File: src/rtl/rta_pkg.sv
// Shared types and constants for the radix to ASCII formatter.
// No dependencies; imported by every module of the block.
package rta_pkg;

   localparam int LEN_W = 6;

   localparam logic [1:0] OP_HEX = 2'd0;
   localparam logic [1:0] OP_OCT = 2'd1;
   localparam logic [1:0] OP_BIN = 2'd2;

   localparam logic [7:0] LIMIT_RESET = 8'd255;
   localparam logic [7:0] CHAR_ZERO   = 8'h30;
   localparam logic [7:0] CHAR_A      = 8'h41;
   localparam logic [7:0] CHAR_SPACE  = 8'h20;
   localparam logic [3:0] DIGIT_MASK  = 4'hF;
   localparam logic [3:0] GROUP_BITS  = 4'd8;

   typedef struct packed {
      logic [1:0]  operation;
      logic [31:0] value;
   } req_type;

   typedef struct packed {
      logic [7:0]       character;
      logic             char_valid;
      logic             last;
      logic [LEN_W-1:0] length;
   } rsp_type;

endpackage

File: src/rtl/rta_measure.sv
// Length and first digit position of one conversion, with the output limit applied.
// Depends on rta_pkg.
module rta_measure import rta_pkg::*; #(
   parameter int VALUE_BITS = 32,
   parameter int POS_W = 5
) (
   input  logic [1:0]            operation,
   input  logic [VALUE_BITS-1:0] value,
   input  logic [7:0]            output_limit,
   output logic [LEN_W-1:0]      length,
   output logic [POS_W-1:0]      start_pos
);

   localparam int PW = $clog2(VALUE_BITS);

   logic [PW-1:0] msb;
   logic [PW+6:0] oct_prod;
   logic [7:0]    hex_last;
   logic [7:0]    oct_last;
   logic [7:0]    nbytes;
   logic [7:0]    raw_len;
   logic [7:0]    cap;

   // Highest set bit; zero maps to position 0
   always_comb begin
      msb = '0;
      for (int i = 0; i < VALUE_BITS; i++) begin
         if (value[i]) msb = PW'(i);
      end
   end

   // msb / 3 by reciprocal, exact for msb below 64
   assign oct_prod = (PW+7)'(msb) * (PW+7)'(43);
   assign hex_last = 8'(msb >> 2);
   assign oct_last = 8'(oct_prod >> 7);
   assign nbytes   = 8'(msb >> 3) + 8'd1;

   always_comb begin
      case (operation)
         OP_HEX: begin
            raw_len   = hex_last + 8'd1;
            start_pos = POS_W'(hex_last);
         end
         OP_OCT: begin
            raw_len   = oct_last + 8'd1;
            start_pos = POS_W'(oct_last);
         end
         OP_BIN: begin
            raw_len   = 8'(nbytes * 8'd9) - 8'd1;
            start_pos = POS_W'({(msb >> 3), 3'b111});
         end
         default: begin
            raw_len   = 8'd0;
            start_pos = '0;
         end
      endcase
   end

   // A zero limit behaves like one
   assign cap    = (output_limit == 8'd0) ? 8'd0 : output_limit - 8'd1;
   assign length = LEN_W'((raw_len > cap) ? cap : raw_len);

endmodule

File: src/rtl/radix_to_ascii_formatter.sv
// Top level of the radix to ASCII formatter: input capture, character sequencer and
// output register. Depends on rta_pkg and rta_measure.
//
// Usage:
//   req_ carries one word per conversion: a mode (hex, octal, binary with byte
//   groups) and a value. rsp_ returns one word per ASCII character, most
//   significant first; the final word has last set and carries the length.
//   A conversion with no characters (unused mode, or limit of 0 or 1) returns
//   one word with char_valid low and last high.
//   csr_wr_en / csr_wr_data set the output limit (characters = limit - 1).
//   An accepted word is held in the input capture registers, from which its first
//   character moves to the output register. While rsp_ready is high, characters
//   leave one per cycle, and a conversion returns max(length, 1) words: up to 35
//   for a 32-bit binary value. The next req_ word is taken in the cycle the last
//   character of the current one moves to the output register.
//   Reset empties both registers and sets the limit to 255.
//   When the receiver drops rsp_ready the output word holds, the sequencer
//   stalls, and req_ready stays low until the current conversion drains.
module radix_to_ascii_formatter import rta_pkg::*; #(
   parameter int VALUE_BITS = 32
) (
   input  logic       clock,
   input  logic       reset,
   input  logic       req_valid,
   output logic       req_ready,
   input  req_type    req_data,
   output logic       rsp_valid,
   input  logic       rsp_ready,
   output rsp_type    rsp_data,
   input  logic       csr_wr_en,
   input  logic [7:0] csr_wr_data
);

   localparam int POS_W = $clog2(((VALUE_BITS + 7) / 8) * 8);

   logic [7:0]            limit_ff;
   logic                  busy_ff, busy_in;
   logic [1:0]            op_ff;
   logic [VALUE_BITS-1:0] val_ff;
   logic [POS_W-1:0]      pos_ff, pos_in;
   logic                  space_ff, space_in;
   logic [LEN_W-1:0]      cnt_ff, cnt_in;
   logic [LEN_W-1:0]      len_ff;
   logic                  rsp_valid_ff, rsp_valid_in;
   rsp_type               rsp_ff, rsp_in;

   logic [VALUE_BITS-1:0] req_value;
   logic [LEN_W-1:0]      req_len;
   logic [POS_W-1:0]      req_pos;
   logic                  req_take;
   logic                  out_free;
   logic                  issue;
   logic                  is_last;
   logic [POS_W+1:0]      shift_amt;
   logic [VALUE_BITS-1:0] shifted;
   logic [3:0]            digit;
   logic [7:0]            char_code;

   // Keep the low VALUE_BITS of the input value, zero above 32
   always_comb begin
      req_value = '0;
      for (int i = 0; i < VALUE_BITS; i++) begin
         if (i < 32) req_value[i] = req_data.value[i];
      end
   end

   rta_measure #(
      .VALUE_BITS (VALUE_BITS),
      .POS_W      (POS_W)
   ) u_measure (
      .operation    (req_data.operation),
      .value        (req_value),
      .output_limit (limit_ff),
      .length       (req_len),
      .start_pos    (req_pos)
   );

   assign out_free  = !rsp_valid_ff || rsp_ready;
   assign issue     = busy_ff && out_free;
   assign is_last   = (len_ff == '0) || (cnt_ff == len_ff - LEN_W'(1));
   assign req_ready = !busy_ff || (issue && is_last);
   assign req_take  = req_valid && req_ready;

   // Digit select: hex nibble, octal triple or single bit at pos_ff
   always_comb begin
      case (op_ff)
         OP_HEX:  shift_amt = {pos_ff, 2'b00};
         OP_OCT:  shift_amt = (POS_W+2)'({pos_ff, 1'b0}) + (POS_W+2)'(pos_ff);
         default: shift_amt = (POS_W+2)'(pos_ff);
      endcase
   end

   assign shifted = val_ff >> shift_amt;

   always_comb begin
      case (op_ff)
         OP_HEX:  digit = shifted[3:0] & DIGIT_MASK;
         OP_OCT:  digit = {1'b0, shifted[2:0]};
         default: digit = {3'b000, shifted[0]};
      endcase
      if (op_ff == OP_BIN && space_ff) begin
         char_code = CHAR_SPACE;
      end else if (digit < 4'd10) begin
         char_code = CHAR_ZERO + 8'(digit);
      end else begin
         char_code = CHAR_A + 8'(digit) - 8'd10;
      end
   end

   always_comb begin
      busy_in      = busy_ff;
      pos_in       = pos_ff;
      space_in     = space_ff;
      cnt_in       = cnt_ff;
      rsp_valid_in = rsp_valid_ff && !rsp_ready;
      rsp_in       = rsp_ff;

      if (issue) begin
         rsp_valid_in = 1'b1;
         if (len_ff == '0) begin
            rsp_in = '{character: 8'd0, char_valid: 1'b0, last: 1'b1, length: '0};
         end else begin
            rsp_in.character  = char_code;
            rsp_in.char_valid = 1'b1;
            rsp_in.last       = is_last;
            rsp_in.length     = is_last ? len_ff : '0;
         end
         cnt_in = cnt_ff + LEN_W'(1);
         // Binary inserts a space after each byte boundary bit, then advances
         if (op_ff == OP_BIN && !space_ff && pos_ff[2:0] == 3'd0 && pos_ff != '0) begin
            space_in = 1'b1;
         end else begin
            space_in = 1'b0;
            pos_in   = pos_ff - POS_W'(1);
         end
         if (is_last) busy_in = 1'b0;
      end

      if (req_take) begin
         busy_in  = 1'b1;
         pos_in   = req_pos;
         space_in = 1'b0;
         cnt_in   = '0;
      end
   end

   always_ff @(posedge clock) begin
      if (reset) begin
         limit_ff     <= LIMIT_RESET;
         busy_ff      <= 1'b0;
         rsp_valid_ff <= 1'b0;
      end else begin
         if (csr_wr_en) limit_ff <= csr_wr_data;
         busy_ff      <= busy_in;
         rsp_valid_ff <= rsp_valid_in;
      end
   end

   always_ff @(posedge clock) begin
      pos_ff   <= pos_in;
      space_ff <= space_in;
      cnt_ff   <= cnt_in;
      rsp_ff   <= rsp_in;
      if (req_take) begin
         op_ff  <= req_data.operation;
         val_ff <= req_value;
         len_ff <= req_len;
      end
   end

   assign rsp_valid = rsp_valid_ff;
   assign rsp_data  = rsp_ff;

endmodule
File: config.mk
export PLATFORM = sky130hd
export DESIGN_NAME = radix_to_ascii_formatter
export DESIGN_NICKNAME = d
export VERILOG_FILES = /design/src/rtl/rta_pkg.sv /design/src/rtl/rta_measure.sv /design/src/rtl/radix_to_ascii_formatter.sv
export SDC_FILE = /design/constraint.sdc
export NUM_CORES = 1
export LEC_CHECK = 0
export BUFFER_PORTS_ARGS = -buffer_cell sky130_fd_sc_hd__buf_2
export CORE_MARGIN = 2
export CORE_UTILIZATION = 62
export DETAILED_ROUTE_END_ITERATION = 10
export MAX_ROUTING_LAYER = met4
export PLACE_DENSITY_LB_ADDON = 0.12
export SKIP_LAST_GASP = 1
export SLEW_MARGIN = 10
export SYNTH_ARGS = -nofsm -noshare
export SYNTH_HDL_FRONTEND = slang
export SYNTH_SLANG_ARGS = --single-unit
File: constraint.sdc
create_clock -name clock -period 11.1 [get_ports clock]
set_clock_uncertainty 0.1 [all_clocks]
set_input_delay 1.11 -clock clock [delete_from_list [all_inputs] [get_ports clock]]
set_output_delay 1.11 -clock clock [all_outputs]
set_load 0.01 [all_outputs]
== After elaboration in Yosys (flattened, before gate mapping) ==
Index checks and enable logic that the tools add are counted.
Operators by class
  equal/unequal tests: 6
  multiplexer cells: 49
  shift operators: 1
  divide/modulo/power cells: 0
  bitwise gates (word level): 1
  reduce and logical (&&, ||, !) cells: 27
  multipliers: 2
  $add $sub $neg: 12
  magnitude comparators: 2
Operator list (count)
  $mux W5: 33
  $shr A32 B7 Y4: 1
  $mux W8: 3
  $pmux W8 S3: 1
  $mux W6: 3
  $sub A8 B1 Y8 const B: 2
  $pmux W5 S3: 1
  $pmux W7 S2: 1
  $mul A5 B6 Y11 const B: 1
  $add A7 B4 Y8 const A: 1
  $gt A8 B8 Y1: 1
  $logic_and A1 B1 Y1: 8
  $logic_not A8 Y1: 1
  $mul A8 B4 Y8 const B: 1
  $pmux W4 S2: 1
  $sub A8 B4 Y8 const B: 1
  $add A6 B4 Y7 const A: 1
  $add A6 B5 Y7: 1
  $add A6 B1 Y6 const B: 1
  $eq A6 B6 Y1: 1
  $logic_not A6 Y1: 1
  $mux W1: 6
  $sub A6 B1 Y6 const B: 1
  $add A4 B1 Y5 const B: 1
  16 further kinds: 27
Word-level totals
  word-level logic and storage cells: 114
  register bits after elaboration: 78
  latch bits: 0
  bits in read-only memories: 0
  memories kept: 0
  bits in writable memories: 0
  input bits: 47

== Logic depth before layout (Yosys ltp) ==
Gate-level depths: netlist (run 1).
  word-level depth: 37
  depth in mapped cells: 29

== Cells and area by module ==
Synthesis (run 1) repeated with hierarchy kept, for this count alone.
Unflattened totals
  cells, all modules: 638
  area total of the unflattened synthesis: 5980.7 µm²
Modules (own cells, without submodules)
  radix_to_ascii_formatter: area an instance 4435.5 µm², sequential area each 2142.1 µm², cells an instance 418, instances 1
  rta_measure: area an instance 1545.2 µm², sequential area each 0.0 µm², cells an instance 220, instances 1

== Worst setup path after synthesis (run 1) ==
OpenSTA, ideal clock, no wires.
  path type: input-to-reg
  start point: input port req_data[8] (netlist bit)
  end point: register len_ff[3], data pin
  arrival: 7.068 ns
  setup time: 0.152 ns
  path slack: 3.780 ns
  stages on the path: 28
  path through: or4_1 > o21ai_0 > a21oi_1 > o21ai_0 > ha_1 > inv_1 > fa_1 > fa_1 > inv_1 > ha_1 > nor2b_1 > and4b_1 > a31o_2 > a21oi_1 > xnor2_1 > ha_1 > or3_1 > a211oi_1 > nor3_1 > inv_1 > ha_1 > o21a_1 > o21a_1 > o21ai_0 > a21oi_1 > o31ai_2 > mux2_2 > a31oi_1
Between the ends
  word-level cells in the longest chain between the ends: 30
Ends and longest elaborated chain
  start: declaration: line radix_to_ascii_formatter.sv:26  | input req_type req_data,
  $mux W5 (*) (24 in series): line rta_measure.sv:28  | if (value[i]) msb = PW'(i);
  $add A2 B1 Y3: line rta_measure.sv:36  | assign nbytes = 8'(msb >> 3) + 8'd1;
  $mul A8 B4 Y8: line rta_measure.sv:49  | raw_len = 8'(nbytes * 8'd9) - 8'd1;
  $sub A8 B1 Y8: line rta_measure.sv:49
  $pmux W8 S3 (*): line rta_measure.sv:39  | case (operation)
  $gt A8 B8 Y1: line rta_measure.sv:61  | assign length = LEN_W'((raw_len > cap) ? cap : raw_len);
  $mux W6 (*): line rta_measure.sv:61
  via req_len[3]: line radix_to_ascii_formatter.sv:48  | logic [LEN_W-1:0] req_len;
  end signal: assignment: line radix_to_ascii_formatter.sv:167  | len_ff <= req_len;
  end: declaration: line radix_to_ascii_formatter.sv:43  | logic [LEN_W-1:0] len_ff;
The timed path passes the listed nets; every way through them passes the cells marked *.
A chain may end at the register's enable or synchronous reset.

== Worst setup path in the final report (run 1) ==
Ends and elaborated chain as after synthesis.

==> results.sh, run 1 <==
export IMPL_status="completed"
export IMPL_fmax_mhz=124
export IMPL_cap_violations=0
export IMPL_die_area_um2=10600
export IMPL_dpl_hpwl_um=10700
export IMPL_clk_path_buf_depth=2
export IMPL_vias=5001
export IMPL_cts_resized=0
export IMPL_dpl_cell_count=796
export IMPL_critPathTopFamily="compound AO/OA/AOI/OAI gates"
export IMPL_initial_utilization_pct=63.1
export IMPL_seqCellArea_um2=2140
export IMPL_seqPwrFrac_pct=41.6
export IMPL_worstRegToRegCells=12
export IMPL_critical_path_arrival_ns=8.16
export IMPL_avgViaCountPerCell=6.16
export IMPL_clock_power_share_pct=23.5
export IMPL_gp_congestion=0.930
export IMPL_setup_tns_ns=0
export IMPL_synth_avg_cell_area_um2=9.84
export IMPL_ys_ff_latch=77
export IMPL_die_h_um=103
export IMPL_io_buffers=63
export IMPL_cp_start_kind="primary input"
export IMPL_combPwrFrac_pct=34.9
export IMPL_hold_viol=0
export IMPL_period_share_pct=72.6
export IMPL_setup_viol=0
export IMPL_fillCellCount=784
export IMPL_path_class="primary input to flop"
export IMPL_cpMaxStageDelayCell="o31ai_2"
export IMPL_nNetsFinal=766
export IMPL_slew_headroom_pct=42.8
export IMPL_worst_pin_slew_ns=0.858
export IMPL_maxSlewViolCount=0
export IMPL_synth_cell_types=73
export IMPL_dpl_cell_area_um2=6450
export IMPL_power_switching_mw=0.299
export IMPL_cts_setup_buffers=0
export IMPL_grt_pass1_vias=4728
export IMPL_power_leakage_nw=2.82
export IMPL_grt_overflow=0
export IMPL_crit_top_cell="ha_1"
export IMPL_power_share_switching_pct=33.9
export IMPL_synth_ff_type="edfxtp_1"
export IMPL_worstHoldPathType="flop to flop"
export IMPL_final_cell_mix="buf_2, nor2_1, edfxtp_1"
export IMPL_grt_max_degree=59
export IMPL_drc=0
export IMPL_end_kind="flop"
export IMPL_fp_dieW_um=103
export IMPL_cts_tree="done"
export IMPL_syn_to_final_growth_pct=9.36
export IMPL_seq_area_frac_synth_pct=35.2
export IMPL_cts_root_buf="clkbuf_8"
export IMPL_ir_drop_uv=77.8
export IMPL_drt_wirelength_per_cell_um=17.1
export IMPL_num_antenna_cells=0
export IMPL_crit_fanout=10
export IMPL_drive_gt1_share_pct=17.4
export IMPL_critical_path_depth=29
export IMPL_async_flop_share_pct=0
export IMPL_io_pins=65
export IMPL_crit_buf_inv=4
export IMPL_drt_wl_total_um=13900
export IMPL_hold_path_depth=2
export IMPL_cpPeakStageDelay_ns=0.64
export IMPL_synth_cells=618
export IMPL_path_clk_slew_ns=0.08
export IMPL_p_per_area_nw_per_um2=132
export IMPL_grt_antenna_before_repair=0
export IMPL_ant_nets=0
export IMPL_htreeDepth=3
export IMPL_grt_use_total_pct=28.2
export IMPL_final_common_cell="buf_2"
export IMPL_core_area_um2=9640
export IMPL_cp_data_required_time_ns=11.20
export IMPL_multi_input_area_um2=3630
export IMPL_clock_latency_ns=0.36
export IMPL_yosysWarnings=0
export IMPL_fin_crit_ns=8.06
export IMPL_ctsHoldBuffers=0
export IMPL_grt_pass1_wl_um=22600
export IMPL_postLayoutCellArea_um2=6650
export IMPL_numCtsBuffers=9
export IMPL_drt_first_pass_iters=5
export IMPL_rows=36
export IMPL_synth_edf_count=60
export IMPL_synth_area_um2=6080
export IMPL_internal_power_mw=0.582
export IMPL_syn_num_nets=710
export IMPL_rsz0062_at_grt="no"
export IMPL_cts_sinks=77
export IMPL_final_cells=812
export IMPL_first_iter_violations=265
-- worst paths after layout --
check                                  from            to  slack (ns)
worst max-delay path            req_data[8]     len_ff[3]        3.04
worst max register to register    pos_ff[1]  rsp_data[10]        6.75
worst min-delay path                busy_ff     rsp_valid        0.41
worst min register to register      busy_ff     rsp_valid        0.41
-- layout make-up --
cell class	instances	share of cell area, %
tap	133	2.50
clock inverter	3	0.245
multi-input combinational	474	54.6
sequential	77	32.2
inverter	45	2.54
timing repair buffer	67	5.19
clock buffer	13	2.71
-- Yosys cell counts, types with 10 or more instances --
cell / number / area share (%)
inv_1: 43 / 2.7
nor4_1: 10 / 1.0
xor2_1: 10 / 1.4
mux2i_1: 46 / 7.6
mux4_2: 15 / 5.6
nor2_1: 62 / 3.8
dfxtp_1: 17 / 5.6
xnor2_1: 15 / 2.2
o21ai_0: 20 / 1.6
a21oi_1: 32 / 2.6
nor3_1: 13 / 1.1
nand3_1: 12 / 0.99
nand2_1: 50 / 3.1
edfxtp_1: 60 / 30
ha_1: 40 / 8.2
-- tightest hold or removal path, delay by kind of cell, from the launching register on --
family	cells	cell delay (ns)
flip-flops	1	0.33
AND/OR/NAND/NOR	2	0.15
-- routing by layer --
| metal | routed length, um | vias to the layer above | GRT usage (%) | share of wire [%] |
|---|---|---|---|---|
| met5 | 0 | - | - | 0 |
| met4 | 285 | 0 | 9.01 | 2.1 |
| met3 | 748 | 28 | 5.29 | 5.4 |
| met2 | 6880 | 163 | 46.8 | 50 |
| met1 | 5980 | 2395 | 35.0 | 43 |
| li1 | - | 2415 | - | - |
-- cell families after synthesis --
group,after synthesis,synth area share [%]
other,1,0.0617
AO/OA/AOI/OAI,128,14.5
adder cells (fa/ha/maj),45,9.87
XOR/XNOR,25,3.60
multiplexers,69,14.8
AND/OR/NAND/NOR,206,16.9
flip-flops,77,35.2
buffers and inverters,67,5.06
-- state kept, by name (all words and copies together), names as in the netlist --
signal,flops
val_ff,32
rsp_data,15
limit_ff,8
cnt_ff,6
len_ff,6
pos_ff,5
op_ff,2
busy_ff,1
rsp_valid,1
space_ff,1
-- power groups by stage --
stage / Combinational, mW / Clock [mW] / Sequential, mW
4_1_cts: 0.304 / 0.211 / 0.366
6_report: 0.307 / 0.207 / 0.366
3_3_place_gp: 0.293 / 0 / 0.371
3_5_place_dp: 0.302 / 0 / 0.372
5_1_grt: 0.342 / 0.224 / 0.370
2_1_floorplan: 0.244 / 0 / 0.362
-- through the flow --
| stage | setup slack (ns) | utilization [%] | hold slack (ns) | power (mW) |
|---|---|---|---|---|
| floorplan | 3.78 | - | 0.356 | 0.606 |
| global route | 2.61 | 69.0 | 0.442 | 0.936 |
| detailed placement | 2.80 | 67.0 | 0.398 | 0.675 |
| global placement | 3.07 | 67.0 | 0.365 | 0.665 |
| CTS | 3.17 | 69.0 | 0.417 | 0.881 |
| finish | 3.04 | 69.0 | 0.412 | 0.880 |
(Power assumes the default switching activity.)
==> run 2, diff against run 1 <==
--- a/config.mk
+++ b/config.mk
@@ -5,9 +5,10 @@
 export SDC_FILE = /design/constraint.sdc
 export NUM_CORES = 1
 export LEC_CHECK = 0
+export ABC_AREA = 1
 export BUFFER_PORTS_ARGS = -buffer_cell sky130_fd_sc_hd__buf_2
 export CORE_MARGIN = 2
-export CORE_UTILIZATION = 62
+export CORE_UTILIZATION = 54
 export DETAILED_ROUTE_END_ITERATION = 10
 export MAX_ROUTING_LAYER = met4
 export PLACE_DENSITY_LB_ADDON = 0.12
==> constraint.sdc (replaced) <==
create_clock -name clock -period 6.65 [get_ports clock]
set_clock_uncertainty 0.1 [all_clocks]
set_input_delay 0.665 -clock clock [delete_from_list [all_inputs] [get_ports clock]]
set_output_delay 0.665 -clock clock [all_outputs]
set_load 0.01 [all_outputs]
==> run 2 against run 1 <==
Compared with the run above:
- die area grew 9.7%
- routed wire length is 4.4% lower
- non-clock buffer count is 1 lower
- combinational power up 65%
- highest routed layer unchanged
- setup slack worse by 1.9 ns
- via count increased by 4.5%
- cell count rose by 22%
- largest cell class unchanged
- first-iteration DRC count grew 55%
- largest power group unchanged
- clock power rose by 68%
- global-route usage fell by 2.9 points
==> results.sh, run 2 <==
export IMPL_status="completed"
export IMPL_cts_root_buf="clkbuf_8"
export IMPL_rows=37
export IMPL_cap_violations=0
export IMPL_grt_max_degree=55
export IMPL_cts_setup_buffers=0
export IMPL_final_cells=992
export IMPL_cts_sinks=77
export IMPL_maxSlewViolCount=0
export IMPL_gp_congestion=0.897
export IMPL_synth_avg_cell_area_um2=7.33
export IMPL_yosysMostFrequentCell="nand2_1"
export IMPL_avgViaCountPerCell=5.27
export IMPL_ant_nets=0
export IMPL_io_buffers=63
export IMPL_drc=0
export IMPL_die_area_um2=11600
export IMPL_dpl_cell_count=976
export IMPL_hold_ws_ns=0.383
export IMPL_combPwrFrac_pct=35.1
export IMPL_worstHoldPathType="flop to flop"
export IMPL_top_register="val_ff"
export IMPL_setup_tns_ns=0
export IMPL_rsz0062_at_grt="no"
export IMPL_internal_power_mw=0.914
export IMPL_cts_tree="done"
export IMPL_synth_area_um2=5830
export IMPL_ys_top_cells_by_count="nand2_1, inv_1, nor2_1"
export IMPL_synth_top_area_cell="edfxtp_1"
export IMPL_synth_edf_count=60
export IMPL_clk_path_buf_depth=2
export IMPL_htreeDepth=3
export IMPL_grt_pass1_wl_um=22900
export IMPL_largest_reg_flops=32
export IMPL_seq_area_frac_synth_pct=36.7
export IMPL_crit_top_cell="nand2_1"
export IMPL_grt_overflow=0
export IMPL_syn_to_final_growth_pct=10.4
export IMPL_synth_top_cell_area_share_pct=30.9
export IMPL_path_class="primary input to flop"
export IMPL_fp_dieW_um=108
export IMPL_cpPeakStageDelay_ns=0.43
export IMPL_die_h_um=108
export IMPL_power_leakage_nw=3.08
export IMPL_drt_wl_total_um=13300
export IMPL_cts_resized=0
export IMPL_io_pins=65
export IMPL_critPathLaunch="req_data[16]"
export IMPL_drt_first_pass_iters=7
export IMPL_clock_latency_ns=0.35
export IMPL_fmax_mhz=182
export IMPL_final_common_cell="nand2_1"
export IMPL_crit_fanout=8
export IMPL_ctsHoldBuffers=0
export IMPL_seqPwrFrac_pct=41.0
export IMPL_grt_use_total_pct=25.3
export IMPL_rr_startpoint="pos_ff[2]"
export IMPL_period_share_pct=82.9
export IMPL_grt_pass1_vias=4920
export IMPL_first_iter_violations=410
export IMPL_dpl_hpwl_um=10400
export IMPL_hold_start="space_ff"
export IMPL_end_kind="flop"
export IMPL_synth_cell_types=46
export IMPL_path_clk_slew_ns=0.08
export IMPL_slew_headroom_pct=44.5
export IMPL_initial_utilization_pct=56.0
export IMPL_cp_data_required_time_ns=6.65
export IMPL_critical_path_arrival_ns=5.51
export IMPL_core_area_um2=10400
export IMPL_drt_wirelength_per_cell_um=13.4
export IMPL_setup_viol=0
export IMPL_ir_drop_uv=109
export IMPL_final_cell_mix="nand2_1, inv_1, nor2_1"
export IMPL_numCtsBuffers=9
export IMPL_num_antenna_cells=0
export IMPL_worst_pin_slew_ns=0.831
export IMPL_fin_crit_ns=5.51
export IMPL_vias=5228
export IMPL_yosysWarnings=0
export IMPL_nNetsFinal=943
export IMPL_p_per_area_nw_per_um2=225
export IMPL_async_flop_share_pct=0
export IMPL_cpMaxStageDelayCell="fa_1"
export IMPL_drive_gt1_share_pct=12.1
export IMPL_ys_ff_latch=77
export IMPL_grt_antenna_before_repair=0
export IMPL_power_share_switching_pct=36.9
export IMPL_synth_cells=796
export IMPL_cp_start_kind="primary input"
export IMPL_ys_top_cells_by_area="edfxtp_1, nand2_1, ha_1"
export IMPL_power_switching_mw=0.535
export IMPL_hold_viol=0
export IMPL_clock_power_share_pct=24.0
export IMPL_syn_num_nets=888
export IMPL_synth_ff_type="edfxtp_1"
-- run 2: changes by cell type after synthesis, moves of 9 or more --
cell	before	now
o21ai_1	2	24
nand2_1	50	200
o21ai_0	20	38
mux2i_1	46	0
mux4_2	15	0
xnor2_1	15	2
nand3_1	12	55
inv_1	43	127
a21oi_1	32	43
or3_1	9	0
-- run 2: cell families after synthesis --
| kind of cell | after synthesis | share of synthesized area, % |
|---|---|---|
| AO/OA/AOI/OAI | 150 | 15.0 |
| other | 1 | 0.0643 |
| XOR/XNOR | 14 | 2.10 |
| flip-flops | 77 | 36.7 |
| buffers and inverters | 156 | 10.5 |
| AND/OR/NAND/NOR | 353 | 25.3 |
| adder cells (fa/ha/maj) | 45 | 10.3 |
-- run 2: path summary, 6_finish.rpt --
check                              endpoint  slack, ns  cells past startpoint
worst max-delay path              len_ff[0]       1.14                     30
worst min-delay path               space_ff       0.38                      2
worst max register to register  rsp_data[9]       2.24                     19
worst min register to register     space_ff       0.38                      2
-- run 2: power by group through the flow --
stage	Clock, mW	Sequential, mW	Combinational, mW
detailed placement	0	0.605	0.499
global route	0.377	0.599	0.583
CTS	0.359	0.594	0.501
finish	0.347	0.594	0.508
floorplan	0	0.601	0.385
global placement	0	0.604	0.486
-- run 2: per-layer routing --
layer  vias up  GRT usage, %  part of all wire, %
met5         -             -                    0
met4         0          6.23                  1.2
met3        14          3.45                  4.9
met2       141          37.0                   43
met1      2332          37.4                   51
li1       2741             -                    -
-- run 2: worst max-delay path: cells and delay by family --
kind | cells | cell delay, ns
adders and majority gates | 6 | 1.85
buffers and inverters | 6 | 0.66
AOI/OAI and AO/OA | 3 | 0.35
and+or+nand+nor | 15 | 1.96
-- run 2: layout make-up --
class                   instances  area (um^2)
clock inverters                 4         26.3
flip-flops and latches         77         2140
multi-input cells             563         3090
well taps                     136          170
clock buffers                  12          166
repair buffers                 66          338
fillers                       952         3980
inverters                     134          503
-- run 2: through the flow --
stage / setup WS, ns / cell area, um^2 / power, mW / util [%]
after floorplan: 1.47 / 5830 / 0.986 / -
after global placement: 0.980 / 6250 / 1.09 / 60.0
after detailed placement: 0.782 / 6250 / 1.10 / 60.0
after CTS: 1.17 / 6440 / 1.45 / 61.8
after global routing: 0.447 / 6440 / 1.56 / 61.8
final: 1.14 / 6440 / 1.45 / 61.8
==> run 3, diff against run 2 <==
--- a/config.mk
+++ b/config.mk
@@ -8,7 +8,7 @@
 export ABC_AREA = 1
 export BUFFER_PORTS_ARGS = -buffer_cell sky130_fd_sc_hd__buf_2
 export CORE_MARGIN = 2
-export CORE_UTILIZATION = 54
+export CORE_UTILIZATION = 60
 export DETAILED_ROUTE_END_ITERATION = 10
 export MAX_ROUTING_LAYER = met4
 export PLACE_DENSITY_LB_ADDON = 0.12
==> constraint.sdc (replaced) <==
create_clock -name clock -period 5.15 [get_ports clock]
set_clock_uncertainty 0.1 [all_clocks]
set_input_delay 0.515 -clock clock [delete_from_list [all_inputs] [get_ports clock]]
set_output_delay 0.515 -clock clock [all_outputs]
set_load 0.01 [all_outputs]
==> run 3 against run 2 <==
Compared with the run above:
- clock-buffer cell count shrank 1
- non-clock buffer count grew 51
- cell count rose by 4.4%
- sequential power grew 29%
- die area fell by 9.6%
- first-iteration DRC count down 10%
- flip-flop and latch count unchanged
- utilization grew 15 points
- critical path type unchanged
- routed wire length up 7.6%
- largest power group unchanged
- critical endpoint is now len_ff[1]
- highest routed layer unchanged
==> results.sh, run 3 (synthesis results as in run 2) <==
export IMPL_vias=5650
export IMPL_first_iter_violations=368
export IMPL_cts_root_buf="clkbuf_8"
export IMPL_fmax_mhz=194
export IMPL_fillCellCount=657
export IMPL_largest_reg_flops=32
export IMPL_drt_wirelength_per_cell_um=13.8
export IMPL_avgViaCountPerCell=5.45
export IMPL_worst_pin_slew_ns=0.839
export IMPL_initial_utilization_pct=62.5
export IMPL_setup_tns_ns=0
export IMPL_power_leakage_nw=3.38
export IMPL_dpl_cell_count=1012
export IMPL_crit_fanout=8
export IMPL_critical_path_arrival_ns=5.20
export IMPL_io_pins=65
export IMPL_grt_use_total_pct=27.3
export IMPL_clock_latency_ns=0.35
export IMPL_setup_viol=0
export IMPL_final_common_cell="nand2_1"
export IMPL_die_h_um=103
export IMPL_cp_data_required_time_ns=5.21
export IMPL_slew_headroom_pct=44.0
export IMPL_numCtsBuffers=9
export IMPL_grt_pass1_wl_um=22300
export IMPL_final_cells=1036
export IMPL_rsz0062_at_grt="yes"
export IMPL_grt_pass1_vias=4901
export IMPL_p_per_area_nw_per_um2=286
export IMPL_maxSlewViolCount=0
export IMPL_grt_max_degree=55
export IMPL_num_antenna_cells=0
export IMPL_ant_nets=0
export IMPL_die_area_um2=10500
export IMPL_worstHoldPathType="primary input to flop"
export IMPL_hold_viol=0
export IMPL_ctsHoldBuffers=0
export IMPL_ir_drop_uv=159
export IMPL_fin_ws_ns=0.00437
export IMPL_crit_top_cell="nand2_1"
export IMPL_utilization_pct=76.4
export IMPL_final_cell_mix="nand2_1, inv_1, nor2_1"
export IMPL_crit_buf_inv=8
export IMPL_fp_dieW_um=103
export IMPL_drt_first_pass_iters=5
export IMPL_cap_violations=0
export IMPL_drive_gt1_share_pct=22.9
export IMPL_dpl_worst_slack_ns=-0.508
export IMPL_drc=0
export IMPL_grt_overflow=0
export IMPL_syn_to_final_growth_pct=22.1
export IMPL_path_clk_slew_ns=0.09
export IMPL_cpPeakStageDelay_ns=0.65
export IMPL_nNetsFinal=994
export IMPL_io_buffers=63
export IMPL_dpl_hpwl_um=10400
export IMPL_grt_antenna_before_repair=0
export IMPL_cp_start_kind="primary input"
export IMPL_critPathTopFamily="adder cells"
export IMPL_top_register="val_ff"
export IMPL_cpMaxStageDelayCell="fa_2"
export IMPL_core_area_um2=9330
export IMPL_path_class="primary input to flop"
export IMPL_rows=35
export IMPL_status="completed"
export IMPL_fin_crit_ns=5.15
export IMPL_htreeDepth=3
export IMPL_end_kind="flop"
export IMPL_period_share_pct=99.9
export IMPL_total_power_mw=2.04
export IMPL_clk_path_buf_depth=2
export IMPL_cts_tree="done"
export IMPL_gp_congestion=1.02
export IMPL_cts_sinks=77
export IMPL_drt_wl_total_um=14300
-- run 3: changes by cell type in the layout (fill, tap and decap cells not counted), moves of 4 or more --
cell and change:
nand2_1 -16, buf_6 +5, nand2_2 +13, buf_4 +50, inv_2 +8, inv_1 -10, ha_4 +6, ha_1 -7
buf_2 -4, nand3_1 -7, nand3_2 +6
-- run 3: stage by stage --
stage	hold slack [ns]	cell area [um^2]
2_1_floorplan	0.345	5830
3_3_place_gp	0.367	6560
3_5_place_dp	0.377	6560
4_1_cts	0.228	6800
5_1_grt	0.226	7120
6_report	0.239	7120
-- run 3: timing repair --
action	in CTS	in global routing
pin swaps	0	39
setup buffers	0	8
gates resized for setup	3	68
setup endpoints to repair	6	6
-- run 3: per-layer routing --
layer / share of wire [%] / vias up / global-route usage, %
met5: 0 / - / -
met4: 1.5 / 0 / 6.67
met3: 7.8 / 26 / 4.14
met2: 46 / 228 / 41.9
met1: 45 / 2547 / 38.3
li1: - / 2849 / -
-- run 3: final cells by class --
type / instances / area, um^2 / share of cell area, %
multi-input cells: 563 / 3340 / 46.8
flip-flops and latches: 77 / 2140 / 30.1
repair buffers: 117 / 749 / 10.5
inverters: 134 / 508 / 7.13
clock buffers: 11 / 163 / 2.28
well taps: 129 / 161 / 2.27
clock inverters: 5 / 63.8 / 0.896
-- run 3: final timing paths --
kind,start,to,slack [ns],depth (start not counted)
worst max-delay path,req_data[8],len_ff[1],0.004,30
worst min-delay path,req_data[0],val_ff[0],0.24,1
worst max register to register,pos_ff[2],rsp_data[9],0.73,19
worst min register to register,busy_ff,rsp_valid,0.39,2
-- run 3: where the power goes --
group	total (mW)	leakage (nW)	switching (mW)	internal, mW
combinational	0.749	2.56	0.465	0.284
clock	0.522	0.111	0.251	0.270
sequential	0.766	0.710	0.0357	0.730
